### config.mk
export PLATFORM = sky130hd
export DESIGN_NAME = pixel_control_frame_parser_flat
export DESIGN_NICKNAME = d
export VERILOG_FILES = /design/src/rtl/pcfp_pkg.sv /design/src/rtl/pcfp_byte_if.sv /design/src/rtl/pcfp_event_if.sv /design/src/rtl/pcfp_front.sv /design/src/rtl/pcfp_queue.sv /design/src/rtl/pcfp_back.sv /design/src/rtl/pixel_control_frame_parser.sv /design/src/flat_wrapper.sv
export VERILOG_INCLUDE_DIRS = /design/src /design/src/rtl
export SDC_FILE = /design/constraint.sdc
export NUM_CORES = 1
export LEC_CHECK = 0
export BUFFER_PORTS_ARGS = -buffer_cell sky130_fd_sc_hd__buf_2
export CORE_MARGIN = 5
export CORE_UTILIZATION = 60
export DETAILED_ROUTE_END_ITERATION = 8
export GPL_TIMING_DRIVEN = 0
export PLACE_DENSITY = 0.83
export SLEW_MARGIN = 25
export SYNTH_ARGS = -nofsm -noshare
export SYNTH_HDL_FRONTEND = slang
export SYNTH_HIERARCHICAL = 1
export SYNTH_SLANG_ARGS = --single-unit
### constraint.sdc
create_clock -name clk -period 10.5 [get_ports clk]
set_input_delay 2.1 -clock clk [delete_from_list [all_inputs] [get_ports clk]]
set_output_delay 2.1 -clock clk [all_outputs]
set_load 0.05 [all_outputs]
### src/rtl/pixel_control_frame_parser_macros.svh
// ----------------------------------------------------------------------------
// pixel control frame parser assertion macros
// shared concurrent check forms, clocked, disabled during reset
// ----------------------------------------------------------------------------
`ifndef PIXEL_CONTROL_FRAME_PARSER_MACROS_SVH
`define PIXEL_CONTROL_FRAME_PARSER_MACROS_SVH

// same-cycle implication
`define PCFP_ASSERT_IMP(lbl, clk, rst_n, ante, cons) \
    lbl: assert property (@(posedge clk) disable iff (!rst_n) (ante) |-> (cons)) \
        else $error("pcfp check failed");

// next-cycle implication
`define PCFP_ASSERT_NXT(lbl, clk, rst_n, ante, cons) \
    lbl: assert property (@(posedge clk) disable iff (!rst_n) (ante) |=> (cons)) \
        else $error("pcfp check failed");

`endif

### src/rtl/pcfp_pkg.sv
// ----------------------------------------------------------------------------
// pcfp_pkg
// types and constants of the pixel control frame parser
// ----------------------------------------------------------------------------
package pcfp_pkg;

    localparam int unsigned BYTE_W       = 8;
    localparam int unsigned LISTEN_W     = 8;
    localparam int unsigned LED_COUNT_W  = 12;
    localparam int unsigned LENGTH_W     = 16;
    localparam int unsigned INDEX_W      = 11;
    localparam int unsigned COLOR_W      = 8;
    localparam int unsigned CFG_INDEX_W  = 1;
    localparam int unsigned CFG_DATA_W   = 12;
    localparam int unsigned MAX_PIXELS   = 2048;
    localparam int unsigned TRIPLE_BYTES = 3;

    localparam logic [CFG_INDEX_W-1:0] CFG_LISTEN_CHANNEL = 1'b0;
    localparam logic [CFG_INDEX_W-1:0] CFG_LED_COUNT      = 1'b1;

    localparam logic [LISTEN_W-1:0]    LISTEN_RESET    = 8'd1;
    localparam logic [LED_COUNT_W-1:0] LED_COUNT_RESET = 12'd30;
    localparam logic [LED_COUNT_W-1:0] PIXEL_CAP       = LED_COUNT_W'(MAX_PIXELS);
    localparam logic [LISTEN_W-1:0]    BROADCAST_CH    = 8'd0;
    localparam logic [BYTE_W-1:0]      CMD_SET_PIXELS  = 8'd0;

    typedef enum logic [1:0] {
        EV_PIXEL      = 2'd0,
        EV_PIXEL_SHOW = 2'd1,
        EV_SHOW       = 2'd2
    } event_kind_t;

    typedef struct packed {
        event_kind_t          kind;
        logic [INDEX_W-1:0]   pixel_index;
        logic [COLOR_W-1:0]   red;
        logic [COLOR_W-1:0]   green;
        logic [COLOR_W-1:0]   blue;
    } pcfp_event_t;

    typedef struct packed {
        logic        valid;
        pcfp_event_t data;
    } pcfp_push_t;

    typedef struct packed {
        logic [LISTEN_W-1:0]    listen_channel;
        logic [LED_COUNT_W-1:0] led_count;
    } pcfp_cfg_t;

endpackage

### src/rtl/pcfp_byte_if.sv
// ----------------------------------------------------------------------------
// pcfp_byte_if
// byte stream channel: one frame byte and a drop flag per transaction
// ----------------------------------------------------------------------------
interface pcfp_byte_if;
    import pcfp_pkg::*;

    logic              valid;
    logic              ready;
    logic [BYTE_W-1:0] data_byte;
    logic              drop;

    modport source (output valid, output data_byte, output drop, input ready);
    modport sink   (input valid, input data_byte, input drop, output ready);
endinterface

### src/rtl/pcfp_event_if.sv
// ----------------------------------------------------------------------------
// pcfp_event_if
// event channel: one pixel write or show per transaction
// ----------------------------------------------------------------------------
interface pcfp_event_if;
    import pcfp_pkg::*;

    logic               valid;
    logic               ready;
    event_kind_t        event_kind;
    logic [INDEX_W-1:0] pixel_index;
    logic [COLOR_W-1:0] red;
    logic [COLOR_W-1:0] green;
    logic [COLOR_W-1:0] blue;

    modport source (output valid, output event_kind, output pixel_index,
                    output red, output green, output blue, input ready);
    modport sink   (input valid, input event_kind, input pixel_index,
                    input red, input green, input blue, output ready);
endinterface

### src/rtl/pcfp_front.sv
// ----------------------------------------------------------------------------
// pcfp_front
// byte parser: header decode, frame filter, rgb assembly, event generation
// ----------------------------------------------------------------------------
`include "pixel_control_frame_parser_macros.svh"

module pcfp_front
(
    input  logic                 clk,
    input  logic                 rst_n,
    pcfp_byte_if.sink            byte_stream,
    input  pcfp_pkg::pcfp_cfg_t  cfg,
    input  logic                 q_full,
    output pcfp_pkg::pcfp_push_t q_push
);
    import pcfp_pkg::*;

    typedef enum logic [4:0] {
        ST_CHANNEL  = 5'b00001,
        ST_COMMAND  = 5'b00010,
        ST_LEN_HIGH = 5'b00100,
        ST_LEN_LOW  = 5'b01000,
        ST_PAYLOAD  = 5'b10000
    } state_t;

    localparam logic [1:0] TRIPLE_RED   = 2'd0;
    localparam logic [1:0] TRIPLE_GREEN = 2'd1;
    localparam logic [1:0] TRIPLE_BLUE  = 2'd2;

    state_t                 state_reg,      state_next;
    logic                   writing_reg,    writing_next;
    logic [1:0]             triple_reg,     triple_next;
    logic [LED_COUNT_W-1:0] pix_count_reg,  pix_count_next;
    logic [LENGTH_W-1:0]    bytes_left_reg, bytes_left_next;
    logic [BYTE_W-1:0]      channel_reg,    channel_next;
    logic [BYTE_W-1:0]      command_reg,    command_next;
    logic [BYTE_W-1:0]      len_high_reg,   len_high_next;
    logic [COLOR_W-1:0]     red_reg,        red_next;
    logic [COLOR_W-1:0]     green_reg,      green_next;

    logic                   accept;
    logic [LENGTH_W-1:0]    length;
    logic [LENGTH_W-1:0]    bytes_after;
    logic [LED_COUNT_W-1:0] cap;
    logic [LED_COUNT_W-1:0] pix_count_inc;
    logic                   frame_ok;
    logic                   frame_empty;
    logic                   last_pixel;

    assign byte_stream.ready = !q_full;
    assign accept            = byte_stream.valid && byte_stream.ready;

    always_comb
    begin
        cap           = (cfg.led_count > PIXEL_CAP) ? PIXEL_CAP : cfg.led_count;
        length        = {len_high_reg, byte_stream.data_byte};
        frame_ok      = ((channel_reg == BROADCAST_CH) || (channel_reg == cfg.listen_channel))
                        && (command_reg == CMD_SET_PIXELS);
        frame_empty   = (length < LENGTH_W'(TRIPLE_BYTES)) || (cap == '0);
        bytes_after   = bytes_left_reg - LENGTH_W'(1);
        pix_count_inc = pix_count_reg + LED_COUNT_W'(1);
        last_pixel    = (pix_count_inc == cap) || (bytes_after < LENGTH_W'(TRIPLE_BYTES));
    end

    always_comb
    begin
        state_next      = state_reg;
        writing_next    = writing_reg;
        triple_next     = triple_reg;
        pix_count_next  = pix_count_reg;
        bytes_left_next = bytes_left_reg;
        channel_next    = channel_reg;
        command_next    = command_reg;
        len_high_next   = len_high_reg;
        red_next        = red_reg;
        green_next      = green_reg;

        q_push.valid            = 1'b0;
        q_push.data.kind        = EV_SHOW;
        q_push.data.pixel_index = '0;
        q_push.data.red         = '0;
        q_push.data.green       = '0;
        q_push.data.blue        = '0;

        if (accept)
        begin
            if (byte_stream.drop)
            begin
                state_next = ST_CHANNEL;
            end
            else
            begin
                case (state_reg)
                    ST_CHANNEL:
                    begin
                        channel_next = byte_stream.data_byte;
                        state_next   = ST_COMMAND;
                    end
                    ST_COMMAND:
                    begin
                        command_next = byte_stream.data_byte;
                        state_next   = ST_LEN_HIGH;
                    end
                    ST_LEN_HIGH:
                    begin
                        len_high_next = byte_stream.data_byte;
                        state_next    = ST_LEN_LOW;
                    end
                    ST_LEN_LOW:
                    begin
                        bytes_left_next = length;
                        pix_count_next  = '0;
                        triple_next     = TRIPLE_RED;
                        writing_next    = frame_ok && !frame_empty;
                        q_push.valid    = frame_ok && frame_empty;
                        state_next      = (length != '0) ? ST_PAYLOAD : ST_CHANNEL;
                    end
                    ST_PAYLOAD:
                    begin
                        bytes_left_next = bytes_after;
                        if (writing_reg)
                        begin
                            case (triple_reg)
                                TRIPLE_RED:
                                begin
                                    red_next    = byte_stream.data_byte;
                                    triple_next = TRIPLE_GREEN;
                                end
                                TRIPLE_GREEN:
                                begin
                                    green_next  = byte_stream.data_byte;
                                    triple_next = TRIPLE_BLUE;
                                end
                                default:
                                begin
                                    q_push.valid            = 1'b1;
                                    q_push.data.kind        = last_pixel ? EV_PIXEL_SHOW
                                                                         : EV_PIXEL;
                                    q_push.data.pixel_index = pix_count_reg[INDEX_W-1:0];
                                    q_push.data.red         = red_reg;
                                    q_push.data.green       = green_reg;
                                    q_push.data.blue        = byte_stream.data_byte;
                                    pix_count_next          = pix_count_inc;
                                    triple_next             = TRIPLE_RED;
                                    if (last_pixel)
                                    begin
                                        writing_next = 1'b0;
                                    end
                                end
                            endcase
                        end
                        if (bytes_after == '0)
                        begin
                            state_next = ST_CHANNEL;
                        end
                    end
                    default:
                    begin
                        state_next = ST_CHANNEL;
                    end
                endcase
            end
        end
    end

    always_ff @(posedge clk or negedge rst_n)
    begin
        if (!rst_n)
        begin
            state_reg      <= ST_CHANNEL;
            writing_reg    <= 1'b0;
            triple_reg     <= TRIPLE_RED;
            pix_count_reg  <= '0;
            bytes_left_reg <= '0;
        end
        else
        begin
            state_reg      <= state_next;
            writing_reg    <= writing_next;
            triple_reg     <= triple_next;
            pix_count_reg  <= pix_count_next;
            bytes_left_reg <= bytes_left_next;
        end
    end

    always_ff @(posedge clk)
    begin
        channel_reg  <= channel_next;
        command_reg  <= command_next;
        len_high_reg <= len_high_next;
        red_reg      <= red_next;
        green_reg    <= green_next;
    end

    // events only come from accepted, kept bytes
    `PCFP_ASSERT_IMP(a_push_on_accept, clk, rst_n, q_push.valid, accept && !byte_stream.drop)
    // show only is issued at the last header byte
    `PCFP_ASSERT_IMP(a_show_at_header, clk, rst_n, q_push.valid && (q_push.data.kind == EV_SHOW),
                     state_reg == ST_LEN_LOW)
    // pixel events only while an accepted frame still writes
    `PCFP_ASSERT_IMP(a_pixel_in_payload, clk, rst_n,
                     q_push.valid && (q_push.data.kind != EV_SHOW),
                     (state_reg == ST_PAYLOAD) && writing_reg)

endmodule

### src/rtl/pcfp_queue.sv
// ----------------------------------------------------------------------------
// pcfp_queue
// short event queue between parser and output stage
// ----------------------------------------------------------------------------
`include "pixel_control_frame_parser_macros.svh"

module pcfp_queue
#(
    parameter int unsigned DEPTH = 2
)
(
    input  logic                  clk,
    input  logic                  rst_n,
    input  pcfp_pkg::pcfp_push_t  push,
    output logic                  full,
    input  logic                  pop,
    output logic                  empty,
    output pcfp_pkg::pcfp_event_t head
);
    import pcfp_pkg::*;

    localparam int unsigned PTR_W = $clog2(DEPTH);
    localparam int unsigned CNT_W = $clog2(DEPTH + 1);
    localparam logic [PTR_W-1:0] LAST_PTR = PTR_W'(DEPTH - 1);

    pcfp_event_t       entries_reg [DEPTH];
    logic [PTR_W-1:0]  wr_ptr_reg, wr_ptr_next;
    logic [PTR_W-1:0]  rd_ptr_reg, rd_ptr_next;
    logic [CNT_W-1:0]  count_reg,  count_next;

    assign full  = (count_reg == CNT_W'(DEPTH));
    assign empty = (count_reg == '0);
    assign head  = entries_reg[rd_ptr_reg];

    always_comb
    begin
        wr_ptr_next = wr_ptr_reg;
        rd_ptr_next = rd_ptr_reg;
        count_next  = count_reg;
        if (push.valid)
        begin
            wr_ptr_next = (wr_ptr_reg == LAST_PTR) ? '0 : wr_ptr_reg + PTR_W'(1);
        end
        if (pop)
        begin
            rd_ptr_next = (rd_ptr_reg == LAST_PTR) ? '0 : rd_ptr_reg + PTR_W'(1);
        end
        if (push.valid && !pop)
        begin
            count_next = count_reg + CNT_W'(1);
        end
        else if (pop && !push.valid)
        begin
            count_next = count_reg - CNT_W'(1);
        end
    end

    always_ff @(posedge clk or negedge rst_n)
    begin
        if (!rst_n)
        begin
            wr_ptr_reg <= '0;
            rd_ptr_reg <= '0;
            count_reg  <= '0;
        end
        else
        begin
            wr_ptr_reg <= wr_ptr_next;
            rd_ptr_reg <= rd_ptr_next;
            count_reg  <= count_next;
        end
    end

    always_ff @(posedge clk)
    begin
        if (push.valid)
        begin
            entries_reg[wr_ptr_reg] <= push.data;
        end
    end

    `PCFP_ASSERT_IMP(a_count_bound, clk, rst_n, 1'b1, count_reg <= CNT_W'(DEPTH))
    `PCFP_ASSERT_IMP(a_no_overflow, clk, rst_n, push.valid, !full)
    `PCFP_ASSERT_IMP(a_no_underflow, clk, rst_n, pop, !empty)
    `PCFP_ASSERT_NXT(a_count_up, clk, rst_n, push.valid && !pop,
                     count_reg == $past(count_reg) + CNT_W'(1))

endmodule

### src/rtl/pcfp_back.sv
// ----------------------------------------------------------------------------
// pcfp_back
// output register stage: drains the event queue onto the event channel
// ----------------------------------------------------------------------------
module pcfp_back
(
    input  logic                  clk,
    input  logic                  rst_n,
    input  logic                  empty,
    input  pcfp_pkg::pcfp_event_t head,
    output logic                  pop,
    pcfp_event_if.source          event_stream
);
    import pcfp_pkg::*;

    logic        valid_reg, valid_next;
    pcfp_event_t event_reg;

    assign pop        = !empty && (!valid_reg || event_stream.ready);
    assign valid_next = pop || (valid_reg && !event_stream.ready);

    always_ff @(posedge clk or negedge rst_n)
    begin
        if (!rst_n)
        begin
            valid_reg <= 1'b0;
        end
        else
        begin
            valid_reg <= valid_next;
        end
    end

    always_ff @(posedge clk)
    begin
        if (pop)
        begin
            event_reg <= head;
        end
    end

    assign event_stream.valid       = valid_reg;
    assign event_stream.event_kind  = event_reg.kind;
    assign event_stream.pixel_index = event_reg.pixel_index;
    assign event_stream.red         = event_reg.red;
    assign event_stream.green       = event_reg.green;
    assign event_stream.blue        = event_reg.blue;

endmodule

### src/rtl/pixel_control_frame_parser.sv
// ----------------------------------------------------------------------------
// pixel_control_frame_parser
// pixel control frame parser: byte stream in, pixel write and show events out
//
// channel       dir   payload                                     width
// byte_stream   in    data_byte, drop                             8 + 1
// event_stream  out   event_kind, pixel_index, red, green, blue   2 + 11 + 8 + 8 + 8
// cfg           in    cfg_we, cfg_index, cfg_wdata                1 + 1 + 12
//
// one byte per cycle while byte_stream.ready is high; each byte gives at most one event
// an event passes through the queue and the output register before it is valid on event_stream
// byte_stream.ready drops only while the queue holds QUEUE_DEPTH events
// reset returns the parser to the header and config to its reset values
// ----------------------------------------------------------------------------
module pixel_control_frame_parser
#(
    parameter int unsigned QUEUE_DEPTH = 2
)
(
    input  logic                                clk,
    input  logic                                rst_n,
    pcfp_byte_if.sink                           byte_stream,
    pcfp_event_if.source                        event_stream,
    input  logic                                cfg_we,
    input  logic [pcfp_pkg::CFG_INDEX_W-1:0]    cfg_index,
    input  logic [pcfp_pkg::CFG_DATA_W-1:0]     cfg_wdata
);
    import pcfp_pkg::*;

    logic [LISTEN_W-1:0]    listen_channel_reg;
    logic [LED_COUNT_W-1:0] led_count_reg;
    pcfp_cfg_t              cfg;
    pcfp_push_t             q_push;
    pcfp_event_t            q_head;
    logic                   q_full;
    logic                   q_empty;
    logic                   q_pop;

    always_ff @(posedge clk or negedge rst_n)
    begin
        if (!rst_n)
        begin
            listen_channel_reg <= LISTEN_RESET;
            led_count_reg      <= LED_COUNT_RESET;
        end
        else if (cfg_we)
        begin
            case (cfg_index)
                CFG_LISTEN_CHANNEL: listen_channel_reg <= cfg_wdata[LISTEN_W-1:0];
                CFG_LED_COUNT:      led_count_reg      <= cfg_wdata[LED_COUNT_W-1:0];
                default:            ;
            endcase
        end
    end

    assign cfg.listen_channel = listen_channel_reg;
    assign cfg.led_count      = led_count_reg;

    pcfp_front u_front
    (
        .clk         (clk),
        .rst_n       (rst_n),
        .byte_stream (byte_stream),
        .cfg         (cfg),
        .q_full      (q_full),
        .q_push      (q_push)
    );

    pcfp_queue #(.DEPTH(QUEUE_DEPTH)) u_queue
    (
        .clk   (clk),
        .rst_n (rst_n),
        .push  (q_push),
        .full  (q_full),
        .pop   (q_pop),
        .empty (q_empty),
        .head  (q_head)
    );

    pcfp_back u_back
    (
        .clk          (clk),
        .rst_n        (rst_n),
        .empty        (q_empty),
        .head         (q_head),
        .pop          (q_pop),
        .event_stream (event_stream)
    );

endmodule

### src/flat_wrapper.sv
// flat-port wrapper written by rule: the top's interface ports become plain ports
module pixel_control_frame_parser_flat import pcfp_pkg::*;
#(
    parameter int unsigned QUEUE_DEPTH = 2
)
  (clk, rst_n, cfg_we, cfg_index, cfg_wdata, byte_stream_valid, byte_stream_data_byte, byte_stream_drop, byte_stream_ready, event_stream_valid, event_stream_event_kind, event_stream_pixel_index, event_stream_red, event_stream_green, event_stream_blue, event_stream_ready);
  pcfp_byte_if byte_stream_i ();
  pcfp_event_if event_stream_i ();
  input  logic clk;
  input  logic rst_n;
  input  logic cfg_we;
  input  logic [pcfp_pkg::CFG_INDEX_W-1:0] cfg_index;
  input  logic [pcfp_pkg::CFG_DATA_W-1:0] cfg_wdata;
  input wire logic [$bits(byte_stream_i.valid)-1:0] byte_stream_valid;
  input wire logic [$bits(byte_stream_i.data_byte)-1:0] byte_stream_data_byte;
  input wire logic [$bits(byte_stream_i.drop)-1:0] byte_stream_drop;
  output wire logic [$bits(byte_stream_i.ready)-1:0] byte_stream_ready;
  output wire logic [$bits(event_stream_i.valid)-1:0] event_stream_valid;
  output wire logic [$bits(event_stream_i.event_kind)-1:0] event_stream_event_kind;
  output wire logic [$bits(event_stream_i.pixel_index)-1:0] event_stream_pixel_index;
  output wire logic [$bits(event_stream_i.red)-1:0] event_stream_red;
  output wire logic [$bits(event_stream_i.green)-1:0] event_stream_green;
  output wire logic [$bits(event_stream_i.blue)-1:0] event_stream_blue;
  input wire logic [$bits(event_stream_i.ready)-1:0] event_stream_ready;
  assign byte_stream_i.valid = byte_stream_valid;
  assign byte_stream_i.data_byte = byte_stream_data_byte;
  assign byte_stream_i.drop = byte_stream_drop;
  assign byte_stream_ready = byte_stream_i.ready;
  assign event_stream_valid = event_stream_i.valid;
  assign event_stream_event_kind = event_stream_i.event_kind;
  assign event_stream_pixel_index = event_stream_i.pixel_index;
  assign event_stream_red = event_stream_i.red;
  assign event_stream_green = event_stream_i.green;
  assign event_stream_blue = event_stream_i.blue;
  assign event_stream_i.ready = event_stream_ready;
  pixel_control_frame_parser #(.QUEUE_DEPTH(QUEUE_DEPTH)) u_core (.clk(clk), .rst_n(rst_n), .byte_stream(byte_stream_i), .event_stream(event_stream_i), .cfg_we(cfg_we), .cfg_index(cfg_index), .cfg_wdata(cfg_wdata));
endmodule
==> impl_metrics.csv, run 1 <==
group,metric,value,unit
sta,finalWorstPathRequiredPeriod,5.21,ns
global_routing,globalRoute.busiestLayer,"met2",
power_and_ir_drop,total_leakage_power,3.87,nW
clocking,cts-root-to-sink-buffers,3,
setup_path,criticalPathCategory,"in2reg",
sta,drv_slew,0,
power_and_ir_drop,power.share.combinational,20.4,%
yosys,postSynth.asyncResetShare,28.8,%
setup_path,critical-path-slowest-cell,"sky130_fd_sc_hd__nor2b_4",
global_routing,grt-ovfl-total,0,
cells_and_area,final_core_util,71.2,%
yosys,dominant_combinational_cell_family_by_area_after_synthesis,"simple AND/OR/NAND/NOR gates",
global_routing,wire_length_of_the_first_global_routing_pass,29700,um
power_and_ir_drop,cellInternalPower,0.00165,W
global_routing,pin_count_of_the_biggest_net_entering_global_routing,62,
yosys,post_synthesis_mux_area_share,8.07,%
placement,gpl.final_weighted_congestion,0.902,
yosys,synth_net_count,667,
yosys,postSynthRegisterBits,212,
floorplanning,floorplan.die.width,133,um
yosys,synth_flop_cell,"sky130_fd_sc_hd__edfxtp_1",
clocking,clkSinkCount,212,
global_routing,grt.total_usage,20.8,%
sta,skew,0.0153,ns
run_status,status,"finished clean",
floorplanning,start_util,61.5,%
yosys,synthDominantCellAreaShare,50.3,%
floorplanning,die_height,133,um
yosys,synth.cell_area,0.00901,mm2
yosys,synthesis.instances,636,
routing,ant_nets,0,
floorplanning,die_area,0.0176,mm2
yosys,post_synth_main_area_contributors,"sky130_fd_sc_hd__edfxtp_1, sky130_fd_sc_hd__dfrtp_1, sky130_fd_sc_hd__mux2_2, sky130_fd_sc_hd__mux2_4, sky130_fd_sc_hd__and2_1",
clocking,holdBufCountCts,0,
cells_and_area,layout-drive-gt1-share,24.4,%
yosys,sequential_area_share_after_synthesis,67.4,%
setup_path,critPathBufInv,4,
setup_path,timing.critical_path.arrival,5.41,ns
clocking,reg_clk_slew_reported_paths,0.06,ns
cells_and_area,antenna_cells_inserted,0,
sta,hold_viol_final,0,
job,max_cap_viol_count,0,
placement,dpl_cell_area,0.00967,mm2
global_routing,gr-usage-met3,3.68,%
yosys,synth-adder-area-share,0.556,%
global_routing,first_global_vias,5709,
yosys,synthesis.yosys.warnings,6,
sta,fmaxAchievable,192,MHz
setup_path,worst_path_dominant_cell_family,"simple AND/OR/NAND/NOR gates",
power_and_ir_drop,powerDensity,222,mW/mm2
cells_and_area,fillCellCount,937,
clocking,cts.repair_timing.setup_buffer_count,0,
cells_and_area,nNetsFinal,759,
routing,drc_errors,0,
floorplanning,io_pins,66,
sta,fin_setup_tns,0,ns
setup_path,setup.worst_path.start_class,"input pin",
yosys,leading_post_synthesis_cells_by_instance_count,"sky130_fd_sc_hd__edfxtp_1, sky130_fd_sc_hd__dfrtp_1, sky130_fd_sc_hd__and2_1",
yosys,synth_xor_xnor_area_share,2.63,%
cells_and_area,largest_register_ffs,74,
sta,unrepaired_setup_endpoints_after_global_routing,"no",
setup_path,worst_path_largest_cell_delay,0.77,ns
setup_path,crit_path_frequent_cell,"sky130_fd_sc_hd__nor2_1",
setup_path,critical_path.cell_chain,"buf_2, nand2b_1, nor2_1, nand3_1, nor2_1, inv_1, clkbuf_1, o21ai_0, nor2b_4, buf_8",
sta,setup_viol,0,
power_and_ir_drop,share_clk_of_total_power,34.8,%
yosys,synth_edf_count,151,
clocking,clk_latency,0.50,ns
sta,fin_crit_sh,49.6,%
yosys,synth.most_common_cell,"sky130_fd_sc_hd__edfxtp_1",
global_routing,use_met1,28.4,%
clocking,clock-root-buffer,"sky130_fd_sc_hd__clkbuf_16",
clocking,tritoncts.num_buffers,22,
power_and_ir_drop,total_power,0.00231,W
yosys,synth-compound-area-share,7.57,%
yosys,synth_area_leader_cell,"sky130_fd_sc_hd__edfxtp_1",
routing,drt_first_pass_iters,5,
floorplanning,row_count,44,
yosys,postSynthAreaPerCell,14.2,um2
placement,dp_hpwl,11800,um
power_and_ir_drop,net-switching-power,0.000659,W
setup_path,worstPathRequired,10.70,ns
clocking,cts-htree-levels,1,
routing,detail_route.vias_per_cell,6.03,
routing,detailedRoute.firstIterationViolations,474,
yosys,number_of_distinct_library_cells_after_synthesis,63,
yosys,synth-simple-area-share,11.9,%
floorplanning,core_area,0.0146,mm2
routing,wire_length_per_cell,19.6,um
power_and_ir_drop,power.share.switching,28.5,%
sta,timing_worst_slew_pin_value,0.911,ns
routing,routed_wl,18100,um
placement,numPortBuffers,65,
power_and_ir_drop,vdd.ir_drop.worst,0.000141,V
cells_and_area,area_growth_syn_to_fin,15.7,%
cells_and_area,final_design_area_no_fill,0.0104,mm2
global_routing,groute.layer.met2.usage,34.1,%
clocking,cts.repair.resized,0,
clocking,tritoncts,"yes",
power_and_ir_drop,power_frac_seq,44.9,%
routing,routed-via-count,5593,
sta,timing.max_slew.rel_slack,38.4,%
setup_path,worstPathMaxFanout,23,
hold_path,hold_path.class,"reg2reg",
global_routing,initial_antenna_violation_count,0,
setup_path,timing.critical_path.to_type,"flip-flop",
==> cell families after synthesis <==
group	Yosys count
adders and majority gates	4
AOI/OAI and AO/OA	111
DFF	212
and+or+nand+nor	188
buffers and inverters	36
muxes	58
xor gates and xnor gates	27
==> power by group through the flow <==
stage                     clock network, W  registers, W  logic [W]
after floorplan                          0       0.00116   0.000242
final                             0.000804       0.00104   0.000471
after global placement                   0       0.00105   0.000443
after global routing              0.000861       0.00105   0.000499
after CTS                         0.000820       0.00104   0.000472
after detailed placement                 0       0.00105   0.000468
==> path summary, 6_finish.rpt <==
kind                       slack [ns]                         from  depth (start not counted)                                end
max reg2reg                      6.32  u_core/u_queue/count_reg[1]                         10  u_core/u_queue/entries_reg[0][17]
max in group asynchronous        8.28                        rst_n                          1  u_core/u_front/bytes_left_reg[15]
min in group asynchronous        1.69                        rst_n                          1   u_core/u_front/bytes_left_reg[9]
min                              0.51  u_core/u_queue/count_reg[1]                          1        u_core/u_queue/count_reg[1]
min reg2reg                      0.51  u_core/u_queue/count_reg[1]                          1        u_core/u_queue/count_reg[1]
max                              5.29            byte_stream_valid                         10  u_core/u_queue/entries_reg[0][17]
==> placed cells by master (no fill, tap or decap), drive strengths merged, types with 12 or more instances in the layout <==
master    n
a21oi    29
and2     39
buf      78
clkbuf   42
dfrtp    55
edfxtp  151
mux2     57
nand2    30
nand3    13
nand4    12
nor2     29
nor4     12
o21ai    40
xnor2    16
==> layer usage <==
metal	routed length [um]	vias up
met5	0	-
met4	415	0
met3	1150	43
met2	8890	235
met1	7690	2747
li1	-	2568
==> worst register-to-register path, cell delays in order (launching register included) <==
cell and delay (ns):
sky130_fd_sc_hd__dfrtp_1 0.40, sky130_fd_sc_hd__nor2b_1 0.15, sky130_fd_sc_hd__nand2b_1 0.28, sky130_fd_sc_hd__nor2_1 0.47, sky130_fd_sc_hd__nand3_1 0.27, sky130_fd_sc_hd__nor2_1 0.36, sky130_fd_sc_hd__inv_1 0.23, sky130_fd_sc_hd__clkbuf_1 0.30
sky130_fd_sc_hd__o21ai_0 0.38, sky130_fd_sc_hd__nor2b_4 0.77, sky130_fd_sc_hd__buf_8 0.26
==> stage by stage <==
stage / setup slack (ns) / hold slack (ns) / instances
after floorplan: 5.02 / 0.455 / 636
after global placement: 3.31 / 0.470 / 885
after detailed placement: 4.87 / 0.492 / 888
after CTS: 5.36 / 0.507 / 927
after global routing: 5.15 / 0.532 / 927
final: 5.29 / 0.508 / 927
==> area by class of cell <==
class / instances / area, um2 / share of cell area, %
multi-input cells: 388 / 2800 / 26.9
clock buffers: 27 / 591 / 5.67
flip-flops and latches: 212 / 6070 / 58.2
repair buffers: 68 / 398 / 3.82
plain buffers: 25 / 134 / 1.28
inverters: 11 / 41.3 / 0.396
well taps: 184 / 230 / 2.21
clock inverters: 12 / 160 / 1.54
Note: power is estimated with default switching activity, not from simulation.
==> inputs of run 2 (changes only) <==
--- a/config.mk
+++ b/config.mk
@@ -8,10 +8,10 @@
 export LEC_CHECK = 0
 export BUFFER_PORTS_ARGS = -buffer_cell sky130_fd_sc_hd__buf_2
 export CORE_MARGIN = 5
-export CORE_UTILIZATION = 60
+export CORE_UTILIZATION = 54
 export DETAILED_ROUTE_END_ITERATION = 8
 export GPL_TIMING_DRIVEN = 0
-export PLACE_DENSITY = 0.83
+export PLACE_DENSITY = 0.8
 export SLEW_MARGIN = 25
 export SYNTH_ARGS = -nofsm -noshare
 export SYNTH_HDL_FRONTEND = slang
==> constraint.sdc (replaced) <==
create_clock -name clk -period 4.66 [get_ports clk]
set_input_delay 0.932 -clock clk [delete_from_list [all_inputs] [get_ports clk]]
set_output_delay 0.932 -clock clk [all_outputs]
set_load 0.05 [all_outputs]
==> run 2 against run 1 <==
  * Critical path type is now reg2reg
  * Hold slack got worse by 0.0083 ns
  * Register-to-register slack got worse by 5.5 ns
  * Worst setup slack got worse by 4.4 ns
  * Highest routed layer unchanged
  * Count of clock-buffer cells in the layout did not move
  * Total power rose by 120%
==> impl_metrics.csv, run 2 (same netlist as run 1, synthesis figures left out) <==
group,metric,value,unit
run_status,status,"finished clean",
routing,ant_nets,0,
cells_and_area,leading_cell_types_in_the_layout_fill_and_taps_excluded,"sky130_fd_sc_hd__edfxtp_1, sky130_fd_sc_hd__buf_2, sky130_fd_sc_hd__dfrtp_1",
routing,wire_length_per_cell,18.0,um
clocking,cts-root-to-sink-buffers,3,
setup_path,setup.worst_path.start,"u_core/u_queue/count_reg[1]",
clocking,clkSinkCount,212,
power_and_ir_drop,share_clk_of_total_power,33.0,%
placement,numPortBuffers,65,
placement,gpl.final_weighted_congestion,0.858,
cells_and_area,layout-drive-gt1-share,24.2,%
power_and_ir_drop,power.share.combinational,20.7,%
global_routing,grt-ovfl-total,0,
cells_and_area,largest_register_ffs,74,
setup_path,timing.critical_path.arrival,3.99,ns
global_routing,pin_count_of_the_biggest_net_entering_global_routing,62,
global_routing,initial_antenna_violation_count,0,
sta,drv_slew,0,
power_and_ir_drop,power.share.switching,28.5,%
routing,detail_route.vias_per_cell,5.72,
global_routing,grt.total_usage,17.7,%
cells_and_area,area_growth_syn_to_fin,15.7,%
floorplanning,start_util,54.7,%
cells_and_area,antenna_cells_inserted,0,
setup_path,timing.critical_path.to_type,"flip-flop",
power_and_ir_drop,total_leakage_power,3.83,nW
routing,drt_first_pass_iters,5,
sta,timing_worst_slew_pin_value,0.883,ns
sta,timing.max_slew.rel_slack,40.5,%
floorplanning,core_area,0.0165,mm2
floorplanning,floorplan.die.width,139,um
sta,unrepaired_setup_endpoints_after_global_routing,"no",
power_and_ir_drop,vdd.ir_drop.worst,0.000354,V
routing,routed-via-count,5512,
sta,fmaxAchievable,263,MHz
clocking,cts.repair.resized,0,
cells_and_area,nNetsFinal,759,
clocking,tritoncts,"yes",
sta,fin_crit_sh,81.5,%
routing,routed_wl,17300,um
power_and_ir_drop,net-switching-power,0.00144,W
sta,finalWorstPathRequiredPeriod,3.80,ns
setup_path,rrSetupSlack,0.86,ns
power_and_ir_drop,cellInternalPower,0.00362,W
clocking,clk_latency,0.49,ns
floorplanning,die_height,139,um
clocking,cts-htree-levels,1,
setup_path,worstPathMaxFanout,26,
floorplanning,die_area,0.0194,mm2
job,max_cap_viol_count,0,
clocking,clock-root-buffer,"sky130_fd_sc_hd__clkbuf_16",
sta,setup_viol,0,
floorplanning,row_count,47,
cells_and_area,final_core_util,63.3,%
hold_path,hold_path.class,"reg2reg",
global_routing,first_global_vias,5466,
hold_path,hold_path_startpoint,"u_core/u_queue/count_reg[1]",
clocking,reg_clk_slew_reported_paths,0.06,ns
floorplanning,io_pins,66,
setup_path,worstPathRequired,4.85,ns
cells_and_area,mostFrequentLayoutCell,"sky130_fd_sc_hd__edfxtp_1",
power_and_ir_drop,power_frac_seq,46.3,%
cells_and_area,fillCellCount,1254,
global_routing,wire_length_of_the_first_global_routing_pass,28200,um
setup_path,criticalPathCategory,"reg2reg",
routing,detailedRoute.firstIterationViolations,430,
clocking,holdBufCountCts,0,
setup_path,worst_r2r_startpoint,"u_core/u_queue/count_reg[1]",
placement,dp_hpwl,11800,um
clocking,tritoncts.num_buffers,22,
routing,drc_errors,0,
sta,hold_viol_final,0,
clocking,cts.repair_timing.setup_buffer_count,0,
sta,skew,0.00915,ns
power_and_ir_drop,powerDensity,486,mW/mm2
setup_path,setup.worst_path.start_class,"flip-flop",
power_and_ir_drop,total_power,0.00506,W
run 2: changes by cell type in the layout (fill, tap and decap cells not counted):
cell                         change
sky130_fd_sc_hd__buf_12          +2
sky130_fd_sc_hd__buf_16          -1
sky130_fd_sc_hd__buf_8           -1
sky130_fd_sc_hd__bufinv_16       -2
sky130_fd_sc_hd__clkinv_1        +1
sky130_fd_sc_hd__clkinv_2        -1
sky130_fd_sc_hd__clkinvlp_4      +2
run 2: cell type report:
| cell class | instances | area [um2] | area share (%) |
|---|---|---|---|
| well taps | 220 | 275 | 2.64 |
| clock inverters | 12 | 114 | 1.09 |
| inverters | 11 | 41.3 | 0.396 |
| repair buffers | 68 | 395 | 3.80 |
| multi-input cells | 388 | 2800 | 26.9 |
| plain buffers | 25 | 134 | 1.29 |
| flip-flops and latches | 212 | 6070 | 58.3 |
| clock buffers | 27 | 591 | 5.67 |
run 2: power groups by stage:
stage / combinational [W] / sequential [W] / clock [W]
6_report: 0.00105 / 0.00234 / 0.00167
5_1_grt: 0.00112 / 0.00236 / 0.00181
4_1_cts: 0.00105 / 0.00234 / 0.00172
3_5_place_dp: 0.00105 / 0.00238 / 0
3_3_place_gp: 0.000996 / 0.00237 / 0
2_1_floorplan: 0.000545 / 0.00261 / 0
run 2: path summary, 6_finish.rpt:
kind | endpoint | cells after the start
max reg2reg | u_core/u_queue/entries_reg[0][16] | 10
min reg2reg | u_core/u_queue/count_reg[1] | 1
max | u_core/u_queue/entries_reg[0][16] | 10
min | u_core/u_queue/count_reg[1] | 1
min in group asynchronous | u_core/u_front/pix_count_reg[7] | 1
max in group asynchronous | u_core/u_front/pix_count_reg[10] | 1
run 2: metrics by stage:
| stage | hold slack, ns | setup TNS [ns] | instances | worst slack [ns] | instance area [um2] |
|---|---|---|---|---|---|
| 2_1_floorplan | 0.455 | 0 | 636 | 0.349 | 9010 |
| 3_3_place_gp | 0.469 | -52.59 | 921 | -1.28 | 9610 |
| 3_5_place_dp | 0.488 | 0 | 924 | 0.455 | 9710 |
| 4_1_cts | 0.501 | 0 | 963 | 0.812 | 10400 |
| 5_1_grt | 0.535 | 0 | 963 | 0.643 | 10400 |
| 6_report | 0.499 | 0 | 963 | 0.864 | 10400 |
run 2: critical path: stages (launching register included):
cell and delay (ns):
sky130_fd_sc_hd__dfrtp_1 0.40, sky130_fd_sc_hd__nor2b_1 0.15, sky130_fd_sc_hd__nand2b_1 0.30, sky130_fd_sc_hd__nor2_1 0.42, sky130_fd_sc_hd__nand3_1 0.25, sky130_fd_sc_hd__nor2_1 0.33
sky130_fd_sc_hd__inv_1 0.23, sky130_fd_sc_hd__clkbuf_1 0.29, sky130_fd_sc_hd__o21ai_0 0.35, sky130_fd_sc_hd__nor2b_4 0.52, sky130_fd_sc_hd__buf_12 0.24
run 2: layer usage:
layer	vias to the layer above	share of wire, %	track usage, %	routed length (um)
met4	0	1.4	4.58	239
met2	208	50	29.8	8600
met5	-	0	0	0
li1	2573	-	-	-
met3	20	6.7	3.41	1160
met1	2711	42	24.1	7300
==> inputs of run 3 (changes only) <==
==> constraint.sdc (replaced) <==
create_clock -name clk -period 3.15 [get_ports clk]
set_input_delay 0.63 -clock clk [delete_from_list [all_inputs] [get_ports clk]]
set_output_delay 0.63 -clock clk [all_outputs]
set_load 0.05 [all_outputs]
==> run 3 against run 2 <==
  * Worst setup slack worse by 0.67 ns
  * Sequential cell count unchanged
  * Die area unchanged
  * Fmax rose by 28%
  * Count of clock-buffer cells in the layout grew 4
  * Sequential share of layout area decreased by 0.96 points
  * First-iteration DRC count is 20% lower
  * Hold slack got worse by 0.28 ns
==> impl_metrics.csv, run 3 (same netlist as run 1, synthesis figures left out) <==
group,metric,value,unit
setup_path,criticalPathCategory,"reg2reg",
sta,fmaxAchievable,338,MHz
run_status,status,"finished clean",
global_routing,pin_count_of_the_biggest_net_entering_global_routing,62,
floorplanning,core_area,0.0165,mm2
cells_and_area,nNetsFinal,765,
clocking,holdBufCountCts,0,
sta,hold_viol_final,0,
cells_and_area,layout-drive-gt1-share,26.0,%
setup_path,timing.critical_path.arrival,3.18,ns
routing,routed-via-count,5594,
clocking,tritoncts,"yes",
sta,finalWorstPathRequiredPeriod,2.96,ns
power_and_ir_drop,vdd.ir_drop.worst,0.000538,V
routing,detailedRoute.firstIterationViolations,344,
routing,wire_length_per_cell,18.9,um
clocking,cts-htree-levels,1,
cells_and_area,mostFrequentLayoutCell,"sky130_fd_sc_hd__edfxtp_1",
clocking,cts-root-to-sink-buffers,3,
global_routing,first_global_vias,5696,
setup_path,worstPathMaxFanout,8,
clocking,tritoncts.num_buffers,22,
floorplanning,start_util,54.7,%
sta,drv_slew,0,
global_routing,grt.total_usage,18.7,%
clocking,clock-root-buffer,"sky130_fd_sc_hd__clkbuf_16",
cells_and_area,final_cells,970,
placement,gpl.final_weighted_congestion,0.879,
global_routing,grt-ovfl-total,0,
hold_path,hold_path.class,"in2async",
global_routing,wire_length_of_the_first_global_routing_pass,29400,um
global_routing,initial_antenna_violation_count,0,
routing,routed_wl,18300,um
power_and_ir_drop,total_leakage_power,3.92,nW
placement,dpl_cell_area,0.00966,mm2
power_and_ir_drop,powerDensity,729,mW/mm2
placement,numPortBuffers,65,
power_and_ir_drop,total_power,0.00772,W
placement,dp_hpwl,11800,um
setup_path,timing.critical_path.to_type,"flip-flop",
cells_and_area,sequential_cell_area,0.00607,mm2
floorplanning,floorplan.die.width,139,um
cells_and_area,largest_register_ffs,74,
placement,placed_cells,922,
sta,fin_crit_sh,94.0,%
sta,whs,0.215,ns
cells_and_area,final_core_util,64.3,%
cells_and_area,area_growth_syn_to_fin,17.6,%
clocking,clk_latency,0.50,ns
sta,skew,0.0131,ns
sta,setup_viol,0,
routing,ant_nets,0,
cells_and_area,leading_cell_types_in_the_layout_fill_and_taps_excluded,"sky130_fd_sc_hd__edfxtp_1, sky130_fd_sc_hd__buf_2, sky130_fd_sc_hd__dfrtp_1",
routing,detail_route.vias_per_cell,5.77,
floorplanning,io_pins,66,
clocking,reg_clk_slew_reported_paths,0.06,ns
clocking,clkSinkCount,212,
setup_path,worstPathRequired,3.37,ns
cells_and_area,multi_input_area,0.00284,mm2
sta,timing.max_slew.rel_slack,43.5,%
floorplanning,die_height,139,um
sta,timing_worst_slew_pin_value,0.838,ns
routing,drt_first_pass_iters,5,
floorplanning,row_count,47,
cells_and_area,antenna_cells_inserted,0,
setup_path,setup.worst_path.start_class,"flip-flop",
cells_and_area,final_design_area_no_fill,0.0106,mm2
floorplanning,die_area,0.0194,mm2
cells_and_area,fillCellCount,1195,
routing,drc_errors,0,
job,max_cap_viol_count,0,
run 3: cell count changes in the layout (fill, tap and decap cells not counted), moves of 2 or more:
cell                         change
sky130_fd_sc_hd__buf_4           +3
sky130_fd_sc_hd__clkbuf_8        +5
sky130_fd_sc_hd__clkinvlp_4      -2
sky130_fd_sc_hd__clkbuf_1        -2
sky130_fd_sc_hd__buf_12          +2
sky130_fd_sc_hd__and2_4          +2
sky130_fd_sc_hd__clkinv_1        -2
run 3: power breakdown:
group	internal, W	total (W)	switching, W
Clock	0.00166	0.00269	0.00103
Sequential	0.00330	0.00347	0.000168
Combinational	0.000562	0.00156	0.000998
Total	0.00552	0.00772	0.00220
run 3: layer usage:
layer	track usage, %	vias to the layer above	wire [um]
li1	-	2586	-
met1	24.0	2798	7610
met2	32.2	163	9170
met3	3.17	47	966
met4	6.69	0	579
met5	0	-	0
run 3: metrics by stage:
| stage | setup WS [ns] | TNS (ns) |
|---|---|---|
| CTS | 0.0899 | 0 |
| floorplan | 0.177 | 0 |
| finish | 0.190 | 0 |
| global route | -0.00807 | -0.00807 |
| detailed placement | -1.07 | -74.96 |
| global placement | -0.984 | -68.23 |
run 3: critical path: stages, from the launching register on:
cell and delay, ns:
sky130_fd_sc_hd__dfrtp_1 0.35, sky130_fd_sc_hd__clkbuf_1 0.18, sky130_fd_sc_hd__nor2_1 0.21, sky130_fd_sc_hd__and3_1 0.18, sky130_fd_sc_hd__clkbuf_1 0.29, sky130_fd_sc_hd__nand3_1 0.24, sky130_fd_sc_hd__nor2_1 0.40, sky130_fd_sc_hd__clkinvlp_4 0.24
sky130_fd_sc_hd__o21ai_4 0.17, sky130_fd_sc_hd__and2_4 0.29, sky130_fd_sc_hd__buf_12 0.14
run 3: what timing repair did:
action / 4_1_cts / 5_1_grt
endpoints found under the setup margin: 76 / 79
gates cloned: 2 / 0
setup buffers: 5 / 2
endpoints found under the hold margin: 0 / 0
pin swaps: 1 / 0
resized for setup: 7 / 4
run 3: area by class of cell:
cell class	instances	share of cell area, %
sequential	212	57.3
clock buffer	31	5.99
multi-input combinational	390	26.8
tap	220	2.60
clock inverter	9	1.29
buffer	24	1.24
inverter	11	0.425
timing repair buffer	73	4.32
run 3: final timing paths:
| kind | cells after the start | end | slack, ns | startpoint |
|---|---|---|---|---|
| setup reg to reg | 10 | u_core/u_queue/entries_reg[1][20] | 0.19 | u_core/u_front/state_reg[3] |
| hold / removal | 1 | u_core/u_front/pix_count_reg[3] | 0.22 | rst_n |
| hold reg to reg | 1 | u_core/u_front/pix_count_reg[11] | 0.50 | u_core/u_front/pix_count_reg[11] |
| max in group asynchronous | 1 | u_core/u_front/state_reg[2] | 2.41 | rst_n |
| setup / recovery | 10 | u_core/u_queue/entries_reg[1][20] | 0.19 | u_core/u_front/state_reg[3] |
| min in group clk | 2 | u_core/u_back/event_stream.valid | 0.30 | event_stream_ready |
